--- src/design/sfd_pkg.sv ---
`timescale 1ns / 1ps
// ----------------------------------------------------------------------------
// sfd_pkg
// Shared types and constants for the SBUS frame decoder.
// ----------------------------------------------------------------------------
package sfd_pkg;

    // Frame layout: start byte, 22 data bytes, flag byte, end byte.
    localparam int WIN_LEN    = 25;
    localparam int DATA_BYTES = 22;
    localparam int NUM_CH     = 16;
    localparam int CH_W       = 11;
    localparam int IDX_W      = 4;
    localparam int FILL_W     = 5;
    localparam int DATA_W     = 8 * DATA_BYTES;

    localparam logic [7:0] SYNC_HEAD = 8'h0F;
    localparam logic [7:0] SYNC_TAIL = 8'h00;

    // Bit positions within the flag byte.
    localparam int FLAG_LOST_BIT = 2;
    localparam int FLAG_FS_BIT   = 3;

    localparam logic [31:0] TIMEOUT_RESET = 32'd200000;

    // Configuration port.
    localparam int APB_ADDR_W = 3;
    localparam logic REG_TIMEOUT = 1'b0;

    typedef enum logic [1:0] {
        ST_IDLE,
        ST_SINGLE,
        ST_FRAME
    } sfd_state_t;

    typedef struct packed {
        logic load;
        logic advance;
    } sfd_cmd_t;

    typedef struct packed {
        logic frame_hit;
        logic chan_last;
    } sfd_status_t;

endpackage

--- src/design/sfd_regs.sv ---
`timescale 1ns / 1ps
// ----------------------------------------------------------------------------
// sfd_regs
// APB register file holding the data-valid timeout.
// ----------------------------------------------------------------------------
module sfd_regs
    import sfd_pkg::*;
(
    input  logic                  clk,
    input  logic                  rst_n,
    input  logic                  psel,
    input  logic                  penable,
    input  logic                  pwrite,
    input  logic [APB_ADDR_W-1:0] paddr,
    input  logic [31:0]           pwdata,
    output logic [31:0]           prdata,
    output logic                  pready,
    output logic [31:0]           timeout_us
);

    logic [31:0] timeout_reg;
    logic [31:0] timeout_next;
    logic        sel_timeout;

    // Registers sit on 4-byte boundaries; the low address bits are ignored.
    assign sel_timeout = (paddr[APB_ADDR_W-1] == REG_TIMEOUT);

    always_comb
    begin
        timeout_next = timeout_reg;
        if (psel && penable && pwrite && sel_timeout)
        begin
            timeout_next = pwdata;
        end
    end

    always_ff @(posedge clk or negedge rst_n)
    begin
        if (!rst_n)
        begin
            timeout_reg <= TIMEOUT_RESET;
        end
        else
        begin
            timeout_reg <= timeout_next;
        end
    end

    assign pready     = 1'b1;
    assign prdata     = sel_timeout ? timeout_reg : 32'd0;
    assign timeout_us = timeout_reg;

endmodule

--- src/design/sfd_dp.sv ---
`timescale 1ns / 1ps
// ----------------------------------------------------------------------------
// sfd_dp
// Datapath: byte window, sync detection, channel unpacking and statistics.
// ----------------------------------------------------------------------------
module sfd_dp
    import sfd_pkg::*;
(
    input  logic              clk,
    input  logic              rst_n,
    input  sfd_cmd_t          cmd,
    output sfd_status_t       status,
    input  logic [7:0]        rx_byte,
    input  logic [31:0]       time_us,
    input  logic [31:0]       timeout_us,
    output logic              frame_decoded,
    output logic [IDX_W-1:0]  channel_index,
    output logic [CH_W-1:0]   channel_value,
    output logic              frame_lost,
    output logic              failsafe,
    output logic [31:0]       frames_total,
    output logic [31:0]       lost_total,
    output logic [31:0]       failsafe_total,
    output logic              data_valid,
    output logic              last
);

    // The previous WIN_LEN-1 bytes; entry 0 is the most recent.
    logic [7:0]        win_reg [WIN_LEN-1];
    logic [7:0]        win_next [WIN_LEN-1];
    logic [FILL_W-1:0] fill_reg, fill_next;
    logic [31:0]       last_time_reg, last_time_next;
    logic [31:0]       frames_reg, frames_next;
    logic [31:0]       lost_cnt_reg, lost_cnt_next;
    logic [31:0]       fs_cnt_reg, fs_cnt_next;
    logic              lost_reg, lost_next;
    logic              fs_reg, fs_next;
    logic              valid_reg, valid_next;
    logic              is_frame_reg, is_frame_next;
    logic [IDX_W-1:0]  idx_reg, idx_next;
    logic [DATA_W-1:0] chan_sh_reg, chan_sh_next;
    logic              hit;
    logic              in_time;
    logic [31:0]       elapsed;
    logic [7:0]        flag_byte;

    // The current byte closes a frame whose start byte is the oldest entry.
    assign hit = (fill_reg >= FILL_W'(WIN_LEN - 1)) && (rx_byte == SYNC_TAIL)
               && (win_reg[WIN_LEN-2] == SYNC_HEAD);
    assign flag_byte = win_reg[0];
    assign elapsed   = time_us - last_time_reg;
    // On a new frame the elapsed time is zero.
    assign in_time   = hit ? (timeout_us != 32'd0) : (elapsed < timeout_us);

    always_comb
    begin
        for (int k = 0; k < WIN_LEN - 1; k++)
        begin
            win_next[k] = win_reg[k];
        end
        fill_next      = fill_reg;
        last_time_next = last_time_reg;
        frames_next    = frames_reg;
        lost_cnt_next  = lost_cnt_reg;
        fs_cnt_next    = fs_cnt_reg;
        lost_next      = lost_reg;
        fs_next        = fs_reg;
        valid_next     = valid_reg;
        is_frame_next  = is_frame_reg;
        idx_next       = idx_reg;
        chan_sh_next   = chan_sh_reg;

        if (cmd.load)
        begin
            win_next[0] = rx_byte;
            for (int k = 1; k < WIN_LEN - 1; k++)
            begin
                win_next[k] = win_reg[k-1];
            end
            if (fill_reg < FILL_W'(WIN_LEN))
            begin
                fill_next = fill_reg + FILL_W'(1);
            end
            is_frame_next = hit;
            idx_next      = '0;
            if (hit)
            begin
                fill_next      = '0;
                last_time_next = time_us;
                frames_next    = frames_reg + 32'd1;
                lost_next      = flag_byte[FLAG_LOST_BIT];
                fs_next        = flag_byte[FLAG_FS_BIT];
                lost_cnt_next  = lost_cnt_reg + {31'd0, flag_byte[FLAG_LOST_BIT]};
                fs_cnt_next    = fs_cnt_reg + {31'd0, flag_byte[FLAG_FS_BIT]};
                // Data byte j of the frame sits at entry WIN_LEN-3-j.
                for (int j = 0; j < DATA_BYTES; j++)
                begin
                    chan_sh_next[8*j +: 8] = win_reg[WIN_LEN-3-j];
                end
            end
            valid_next = !fs_next && in_time && (frames_next != 32'd0);
        end
        else if (cmd.advance)
        begin
            idx_next     = idx_reg + IDX_W'(1);
            chan_sh_next = chan_sh_reg >> CH_W;
        end
    end

    always_ff @(posedge clk)
    begin
        for (int k = 0; k < WIN_LEN - 1; k++)
        begin
            win_reg[k] <= win_next[k];
        end
        chan_sh_reg <= chan_sh_next;
    end

    always_ff @(posedge clk or negedge rst_n)
    begin
        if (!rst_n)
        begin
            fill_reg      <= '0;
            last_time_reg <= '0;
            frames_reg    <= '0;
            lost_cnt_reg  <= '0;
            fs_cnt_reg    <= '0;
            lost_reg      <= 1'b0;
            fs_reg        <= 1'b0;
            valid_reg     <= 1'b0;
            is_frame_reg  <= 1'b0;
            idx_reg       <= '0;
        end
        else
        begin
            fill_reg      <= fill_next;
            last_time_reg <= last_time_next;
            frames_reg    <= frames_next;
            lost_cnt_reg  <= lost_cnt_next;
            fs_cnt_reg    <= fs_cnt_next;
            lost_reg      <= lost_next;
            fs_reg        <= fs_next;
            valid_reg     <= valid_next;
            is_frame_reg  <= is_frame_next;
            idx_reg       <= idx_next;
        end
    end

    assign status.frame_hit = hit;
    assign status.chan_last = (idx_reg == IDX_W'(NUM_CH - 1));

    assign frame_decoded  = is_frame_reg;
    assign channel_index  = idx_reg;
    assign channel_value  = is_frame_reg ? chan_sh_reg[CH_W-1:0] : '0;
    assign frame_lost     = lost_reg;
    assign failsafe       = fs_reg;
    assign frames_total   = frames_reg;
    assign lost_total     = lost_cnt_reg;
    assign failsafe_total = fs_cnt_reg;
    assign data_valid     = valid_reg;
    assign last           = !is_frame_reg || status.chan_last;

`ifndef SYNTHESIS
    a_fill_range: assert property (@(posedge clk) disable iff (!rst_n)
        fill_reg <= FILL_W'(WIN_LEN))
        else $error("fill count beyond the window length");

    a_frame_start: assert property (@(posedge clk) disable iff (!rst_n)
        (cmd.load && hit) |=> (is_frame_reg && idx_reg == '0 && fill_reg == '0))
        else $error("frame did not start at channel zero");

    a_frame_count: assert property (@(posedge clk) disable iff (!rst_n)
        (cmd.load && hit) |=> (frames_reg == $past(frames_reg) + 32'd1))
        else $error("frame count not advanced on an accepted frame");
`endif

endmodule

--- src/design/sfd_ctrl.sv ---
`timescale 1ns / 1ps
// ----------------------------------------------------------------------------
// sfd_ctrl
// Controller: takes one byte, then drains its one or sixteen result beats.
// ----------------------------------------------------------------------------
module sfd_ctrl
    import sfd_pkg::*;
(
    input  logic        clk,
    input  logic        rst_n,
    input  logic        in_valid,
    output logic        in_stall,
    output logic        out_valid,
    input  logic        out_stall,
    input  sfd_status_t status,
    output sfd_cmd_t    cmd
);

    sfd_state_t state_reg, state_next;

    always_comb
    begin
        state_next = state_reg;
        unique case (state_reg)
            ST_IDLE:
            begin
                if (in_valid)
                begin
                    state_next = status.frame_hit ? ST_FRAME : ST_SINGLE;
                end
            end
            ST_SINGLE:
            begin
                if (!out_stall)
                begin
                    state_next = ST_IDLE;
                end
            end
            ST_FRAME:
            begin
                if (!out_stall && status.chan_last)
                begin
                    state_next = ST_IDLE;
                end
            end
            default:
            begin
                state_next = ST_IDLE;
            end
        endcase
    end

    always_comb
    begin
        in_stall    = 1'b1;
        out_valid   = 1'b0;
        cmd.load    = 1'b0;
        cmd.advance = 1'b0;
        unique case (state_reg)
            ST_IDLE:
            begin
                in_stall = 1'b0;
                cmd.load = in_valid;
            end
            ST_SINGLE:
            begin
                out_valid = 1'b1;
            end
            ST_FRAME:
            begin
                out_valid   = 1'b1;
                cmd.advance = !out_stall;
            end
            default:
            begin
                in_stall = 1'b1;
            end
        endcase
    end

    always_ff @(posedge clk or negedge rst_n)
    begin
        if (!rst_n)
        begin
            state_reg <= ST_IDLE;
        end
        else
        begin
            state_reg <= state_next;
        end
    end

`ifndef SYNTHESIS
    a_load_busy: assert property (@(posedge clk) disable iff (!rst_n)
        cmd.load |=> (state_reg != ST_IDLE))
        else $error("accepted byte produced no result");

    a_frame_end: assert property (@(posedge clk) disable iff (!rst_n)
        (state_reg == ST_FRAME && !out_stall && status.chan_last) |=> (state_reg == ST_IDLE))
        else $error("frame drain overran the last channel");

    a_no_overlap: assert property (@(posedge clk) disable iff (!rst_n)
        out_valid |-> (in_stall && !cmd.load))
        else $error("byte taken while results are pending");
`endif

endmodule

--- src/design/sbus_frame_decoder.sv ---
`timescale 1ns / 1ps
// ----------------------------------------------------------------------------
// sbus_frame_decoder
// SBUS byte stream decoder giving sixteen 11-bit channels, flags and counts.
// ----------------------------------------------------------------------------
// Each received byte, with its microsecond timestamp, is taken as one input
// beat. A byte that does not close a frame yields a single result beat with
// no channel data; a byte that closes a frame (0x00 end byte, 0x0F start byte
// twenty-four bytes earlier, and at least twenty-five bytes since the last
// frame) yields sixteen beats, channels 0 to 15 in order, with last on the
// sixteenth. A byte therefore occupies the block until its last beat has
// been taken, also while the output is stalled, and the block takes no new
// byte before then. The datapath's channel unpacker shifts out one
// channel per beat. Every beat carries the latest flags, the wrapping frame
// and flag counters, and data_valid, which needs a frame seen, the failsafe
// flag clear and less than timeout_us microseconds since the last frame.
// The timeout is register 0 on the APB port, reset to 200000.
// ----------------------------------------------------------------------------
module sbus_frame_decoder
    import sfd_pkg::*;
(
    input  logic                  clk,
    input  logic                  rst_n,
    // APB configuration port
    input  logic                  psel,
    input  logic                  penable,
    input  logic                  pwrite,
    input  logic [APB_ADDR_W-1:0] paddr,
    input  logic [31:0]           pwdata,
    output logic [31:0]           prdata,
    output logic                  pready,
    // Byte input
    input  logic                  in_valid,
    output logic                  in_stall,
    input  logic [7:0]            rx_byte,
    input  logic [31:0]           time_us,
    // Result output
    output logic                  out_valid,
    input  logic                  out_stall,
    output logic                  frame_decoded,
    output logic [IDX_W-1:0]      channel_index,
    output logic [CH_W-1:0]       channel_value,
    output logic                  frame_lost,
    output logic                  failsafe,
    output logic [31:0]           frames_total,
    output logic [31:0]           lost_total,
    output logic [31:0]           failsafe_total,
    output logic                  data_valid,
    output logic                  last
);

    logic [31:0] timeout_us;
    sfd_cmd_t    cmd;
    sfd_status_t status;

    // Users write timeout register only with no beat in flight; not enforced.
    sfd_regs u_regs (
        .clk        (clk),
        .rst_n      (rst_n),
        .psel       (psel),
        .penable    (penable),
        .pwrite     (pwrite),
        .paddr      (paddr),
        .pwdata     (pwdata),
        .prdata     (prdata),
        .pready     (pready),
        .timeout_us (timeout_us)
    );

    // The controller sequences one byte at a time through the datapath.
    sfd_ctrl u_ctrl (
        .clk       (clk),
        .rst_n     (rst_n),
        .in_valid  (in_valid),
        .in_stall  (in_stall),
        .out_valid (out_valid),
        .out_stall (out_stall),
        .status    (status),
        .cmd       (cmd)
    );

    // The datapath holds the byte window, the channel shifter and the
    // statistics; its registered fields are the output beat.
    sfd_dp u_dp (
        .clk            (clk),
        .rst_n          (rst_n),
        .cmd            (cmd),
        .status         (status),
        .rx_byte        (rx_byte),
        .time_us        (time_us),
        .timeout_us     (timeout_us),
        .frame_decoded  (frame_decoded),
        .channel_index  (channel_index),
        .channel_value  (channel_value),
        .frame_lost     (frame_lost),
        .failsafe       (failsafe),
        .frames_total   (frames_total),
        .lost_total     (lost_total),
        .failsafe_total (failsafe_total),
        .data_valid     (data_valid),
        .last           (last)
    );

endmodule

--- config.mk ---
export PLATFORM = sky130hd
export DESIGN_NAME = sbus_frame_decoder
export DESIGN_NICKNAME = d
export VERILOG_FILES = /design/src/design/sfd_pkg.sv /design/src/design/sfd_regs.sv /design/src/design/sfd_dp.sv /design/src/design/sfd_ctrl.sv /design/src/design/sbus_frame_decoder.sv
export SDC_FILE = /design/constraint.sdc
export NUM_CORES = 1
export LEC_CHECK = 0
export ABC_AREA = 1
export BUFFER_PORTS_ARGS = -buffer_cell sky130_fd_sc_hd__buf_2
export CAP_MARGIN = 0
export CORE_ASPECT_RATIO = 1.25
export CORE_MARGIN = 1
export CORE_UTILIZATION = 45
export CTS_CLUSTER_DIAMETER = 40
export DETAILED_ROUTE_END_ITERATION = 8
export PLACE_DENSITY = 0.66
export SKIP_LAST_GASP = 1
export SYNTH_ARGS = -nofsm -noshare
export SYNTH_HDL_FRONTEND = slang
export SYNTH_SLANG_ARGS = --single-unit
--- constraint.sdc ---
create_clock -name clk -period 14.2 [get_ports clk]
set_input_delay 0.71 -clock clk [delete_from_list [all_inputs] [get_ports clk]]
set_output_delay 0.71 -clock clk [all_outputs]
set_load 0.02 [all_outputs]
Yosys cells after proc, flatten, opt, wreduce, memory -nomap -nowiden
Memories as Yosys holds them, arrays and structs flattened. Index checks and enable logic that the tools add are counted.

Bits in registers: 351. Memory bits (writable): 192. Word-level logic and storage cells: 79. Memories kept: 1.

$add $sub $neg: 6. $lt $le $gt $ge: 3. Equal/unequal tests: 8. Muxes and demuxes: 24. Bitwise operators: 1. Reductions and logical operators: 23.

Memory list: u_dp.win_reg (words 24, bits a word 8, rd ports 24, clocked after Yosys merged registers in 0, write ports 24, line sfd_dp.sv:29) `logic [7:0] win_reg [WIN_LEN-1];`.

Operators with widths (count): $mux W176 (3); $mux W192 (1); $mux W32 (3); $add A32 B1 Y32 (2); $reduce_bool A32 Y1 (2); $add A32 B1 Y32 const B (1); $lt A32 B32 Y1 (1); $sub A32 B32 Y32 (1); $mux W11 (1); $mux W5 (2); $eq A8 B4 Y1 const B (1); $logic_and A1 B1 Y1 (8); $logic_not A8 Y1 (1); $mux W2 (4); $mux W4 (2); $mux W1 (7); $pmux W2 S3 (1); $reduce_and A2 Y1 (3); $add A5 B1 Y5 const B (1); $ge A5 B5 Y1 const B (1); $lt A5 B5 Y1 const B (1); $add A4 B1 Y4 const B (1); $eq A4 B4 Y1 const B (1); $ne A2 B1 Y1 const B (2); 10 further kinds (14).

Logic depth before layout (Yosys ltp)
Depth after elaboration: 8. Gate-level depth with buffers: 26. Mapped depth without buffers: 26.

By module
A second synthesis with hierarchy kept.

Cell total of the unflattened synthesis: 2692. Area total of the unflattened synthesis: 25657.1 um^2.

By module, submodules not included: sfd_dp (instances 1, cells each 2452, area an instance 23876.6 um^2, seq. area each 14579.0 um^2); sfd_regs (instances 1, cells each 212, area an instance 1594.0 um^2, seq. area each 808.3 um^2); sfd_ctrl (instances 1, cells each 28, area an instance 186.4 um^2, seq. area each 50.0 um^2).

Least setup slack after synthesis
Ideal clock, no wire load.

Kind: input to register. Start: in in_valid. End: reg u_dp.chan_sh_reg[0] (enable). Setup time: 955 ps. Arrival: 13638 ps. Path slack: -392 ps. Stages: 4. Buffers on the path: 1. Path through: nand2_1 inv_2 buf_1 o21ai_0.

Word-level cells in the longest chain between the ends: 3. Elaborated cells between the ends (all ways): 4. Those cells by class: 1 x eq/ne; 1 x mux; 2 x reduce/logical.

Ends and longest elaborated chain: start: declaration (line sbus_frame_decoder.sv:33) `input logic in_valid,`; $mux W1 * (line sfd_ctrl.sv:59) `unique case (state_reg)`; $ne A2 B1 Y1 (no line) / $reduce_bool A2 Y1 (equally long branches); $reduce_and A2 Y1 (no line) *; end signal: assignment (line sfd_dp.sv:116) `chan_sh_reg <= chan_sh_next;`; end: declaration (line sfd_dp.sv:41) `logic [DATA_W-1:0] chan_sh_reg, chan_sh_next;`.

Every way passes the cells marked *; elsewhere a longest branch is shown, timed or not. A chain may end at the register's enable or synchronous reset.

Final worst setup path
Start: reg u_dp.last_time_reg[2]. End: reg u_dp.valid_reg, in the netlist u_dp.data_valid.

Word-level cells in the longest chain between the ends: 5.

Ends and longest elaborated chain: start: declaration (line sfd_dp.sv:32) `logic [31:0] last_time_reg, last_time_next;`; start signal: assignment (line sfd_dp.sv:137) `last_time_reg <= last_time_next;`; $sub A32 B32 Y32 (line sfd_dp.sv:51) `assign elapsed = time_us - last_time_reg;`; $lt A32 B32 Y1 (line sfd_dp.sv:53) `assign in_time = hit ? (timeout_us != 32'd0) : (elapsed < timeout_us);`; $mux W1 (line sfd_dp.sv:53); $logic_and A1 B1 Y1 (2 in series) (line sfd_dp.sv:101) `valid_next = !fs_next && in_time && (frames_next != 32'd0);`; end signal: assignment (line sfd_dp.sv:143) `valid_reg <= valid_next;`; end: declaration (line sfd_dp.sv:38) `logic valid_reg, valid_next;`.

No other way between the ends.

==> results.sh <==
export IMPL_postRouteAntennaNets=0
export IMPL_period_minus_slack_ns=3.84
export IMPL_power_frac_comb_pct=16.1
export IMPL_h_tree_depth=3
export IMPL_dr_pass1_iters=7
export IMPL_maxCapViolations=0
export IMPL_worstSetupPathType="reg2reg"
export IMPL_grt_setup_unrepaired="false"
export IMPL_cts_sinks=543
export IMPL_viasPerCell=5.03
export IMPL_numCtsBuffers=70
export IMPL_nFillCells=4916
export IMPL_hpwl_um=39900
export IMPL_status="finished clean"
export IMPL_grt_usage_pct=20.2
export IMPL_p_leak_nw=13.5
export IMPL_r2r_cells=20
export IMPL_reg2reg_slack_ns=10.36
export IMPL_core_area_sq_mm=0.0559
export IMPL_wl_um=57400
export IMPL_synth_seq_cells=543
export IMPL_hold_class="in2async"
export IMPL_worstPathMaxFanout=4
export IMPL_rows=97
export IMPL_p_per_area_mw_per_mm2=156
export IMPL_synth_edff_count=368
export IMPL_cts_tree="yes"
export IMPL_power_frac_seq_pct=45.5
export IMPL_grt_pass1_vias=18295
export IMPL_synth_flop_cell="edfxtp_1"
export IMPL_ios=233
export IMPL_syn_instance_count=2656
export IMPL_slew_headroom_pct=19.6
export IMPL_die_height_um=268
export IMPL_max_freq_mhz=260
export IMPL_r2r_start="u_dp.last_time_reg[2]$_DFFE_PN0P_"
export IMPL_grt_pass1_wl_um=92100
export IMPL_fin_nets=3049
export IMPL_die_area_sq_mm=0.0574
export IMPL_drive_gt1_share_pct=13.8
export IMPL_cts_hold_buf=0
export IMPL_fin_tns_setup_ns=0
export IMPL_worst_pin_slew_ns=1.21
export IMPL_drt_initial_drc_count=1346
export IMPL_max_vdd_ir_drop_uv=110
export IMPL_timing_rr_end="u_dp.data_valid$_DFFE_PN0P_"
export IMPL_gp_congestion=0.898
export IMPL_routedWlPerCell_um=15.5
export IMPL_die_w_um=215
export IMPL_port_buffers=229
export IMPL_cp_end_kind="register"
export IMPL_antenna_found_initial=3
export IMPL_synthesis_area_sq_mm=0.0254
export IMPL_stdcell_area_sq_mm=0.0297
export IMPL_critPathArrivalTime_ns=4.33
export IMPL_drc_errors=0
export IMPL_start_util_pct=45.4
export IMPL_start_kind="register"
export IMPL_dp_cells=3564
export IMPL_cts_max_path_buffers=3
export IMPL_internal_power_mw=3.25
export IMPL_dpl_instance_area_sq_mm=0.0273
export IMPL_regArea_sq_mm=0.0154
export IMPL_fin_cells=3695
export IMPL_ctsRootBufferMaster="clkbuf_16"
export IMPL_async_flop_share_pct=32.2
export IMPL_final_setup_viol_count=0
export IMPL_cts_setup_buffers=0
export IMPL_fin_util_pct=53.1
export IMPL_switching_share_pct=29.9
export IMPL_dr_total_vias=18600
export IMPL_grt_max_degree=208
export IMPL_fin_crit_sh_pct=27.1
export IMPL_ys_seq_area_share_pct=60.8
export IMPL_slew_violations=0
export IMPL_fin_skew_ns=0.0243
export IMPL_synth_nets=2811
export IMPL_cts_clk_slew_worst_paths_ns=0.06
export IMPL_syn_area_per_cell_sq_um=9.57
export IMPL_insertion_delay_ns=0.61
export IMPL_ctsResizeCount=0
export IMPL_switching_power_mw=1.39
export IMPL_syn_to_final_growth_pct=16.9
export IMPL_multi_input_area_sq_mm=0.00879
export IMPL_hold_viol=0
export IMPL_crit_required_ns=14.69
export IMPL_largest_reg_flops=192
export IMPL_clockPowerShare_pct=38.4
export IMPL_yosys_warnings=0
export IMPL_grt_ovfl_total=0
export IMPL_yosysUniqueCellTypes=47
[how the worst max path moves through the flow]
stage                                      start  slack [ns]  depth (start not counted)                            end
3_5_place_dp                          time_us[2]        9.82                         20    u_dp.data_valid$_DFFE_PN0P_
4_1_cts        u_dp.last_time_reg[2]$_DFFE_PN0P_       10.30                         20    u_dp.data_valid$_DFFE_PN0P_
5_1_grt        u_dp.last_time_reg[2]$_DFFE_PN0P_        9.95                         20    u_dp.data_valid$_DFFE_PN0P_
2_1_floorplan                           in_valid        4.37                          4  u_dp.chan_sh_reg[0]$_DFFE_PP_
3_3_place_gp                          time_us[2]        9.83                         20    u_dp.data_valid$_DFFE_PN0P_
6_report       u_dp.last_time_reg[2]$_DFFE_PN0P_       10.36                         20    u_dp.data_valid$_DFFE_PN0P_
[Yosys cell counts (32+ instances only)]
cell      number  area [sq um]
xor2_1        68           596
nand2_1      970          3640
nor2_1       237           890
nand4_1       33           206
nand3_1       52           260
o21ai_0       99           495
inv_1        239           897
a21oi_1       85           425
dfrtp_1      169          4230
nor3_1        32           160
edfxtp_1     368         11100
ha_1          72           901
clkbuf_1      56           210
[cell type report]
| class | instances | area share [%] |
|---|---|---|
| clock buffers | 79 | 6.04 |
| repair buffers | 240 | 4.25 |
| well taps | 742 | 3.12 |
| clock inverters | 49 | 1.93 |
| multi-input cells | 1798 | 29.6 |
| inverters | 241 | 3.07 |
| flip-flops and latches | 543 | 52.0 |
| diodes | 3 | 0.0253 |
[metrics by stage]
stage | power [mW] | setup WS, ns | hold WS (ns)
after floorplan | 2.65 | 4.37 | 0.400
final | 4.64 | 10.36 | 0.194
after detailed placement | 2.89 | 9.82 | 0.412
after global placement | 2.86 | 9.83 | 0.403
after CTS | 4.69 | 10.30 | 0.238
after global routing | 4.88 | 9.95 | 0.277
[worst max-delay path: stages (launching register included)]
cell	delay [ns]
dfrtp_1	0.32
inv_1	0.05
ha_1	0.32
a21oi_1	0.15
nand2_1	0.10
a21oi_1	0.32
o21ai_0	0.21
a21oi_1	0.47
o21ai_0	0.17
xor2_1	0.24
inv_1	0.07
ha_1	0.29
nand2_1	0.05
nor2_1	0.13
nand4_1	0.13
nor4_1	0.29
nand2_1	0.09
nand2_1	0.10
a21oi_1	0.10
nand2_1	0.08
nand2_1	0.04
[cells by family (layout without fill, tap and decap cells)]
logic type               after synthesis  count (layout)  synth area share, %
AO/OA/AOI/OAI                        236             236                 5.06
AND/OR/NAND/NOR                     1398            1398                 22.7
XOR/XNOR                              90              90                 3.10
other                                  1               4               0.0148
adder cells (fa/ha/maj)               73              73                 3.62
buffers and inverters                315             609                 4.73
flip-flops                           543             543                 60.8
[routing by layer]
| metal | up-vias | global-route usage, % | share of wire [%] | wire (um) |
|---|---|---|---|---|
| met5 | - | 0 | 0 | 0 |
| met4 | 0 | 9.07 | 3.1 | 1800 |
| met3 | 111 | 3.54 | 4.7 | 2710 |
| met2 | 394 | 35.0 | 50 | 28500 |
| met1 | 8884 | 24.8 | 43 | 24400 |
| li1 | 9211 | - | - | - |
[cell usage in the layout (no fill, tap or decap), types with 33 or more instances in the layout]
cell type | netlist | layout
ha_1 | 72 | 72
nor2_1 | 237 | 236
clkbuf_16 | 0 | 70
buf_2 | 10 | 228
dfrtp_1 | 169 | 169
o21ai_0 | 99 | 98
nand3_1 | 52 | 52
edfxtp_1 | 368 | 368
nand2_1 | 970 | 969
a21oi_1 | 85 | 85
xor2_1 | 68 | 68
inv_1 | 239 | 239
nand4_1 | 33 | 33
[power groups by stage]
stage | combinational [mW] | clock (mW) | sequential, mW
2_1_floorplan | 0.487 | 0 | 2.16
3_3_place_gp | 0.729 | 0 | 2.13
3_5_place_dp | 0.752 | 0 | 2.14
4_1_cts | 0.756 | 1.82 | 2.11
5_1_grt | 0.852 | 1.89 | 2.14
6_report | 0.747 | 1.78 | 2.11
Note: power is estimated with default switching activity, not from simulation.
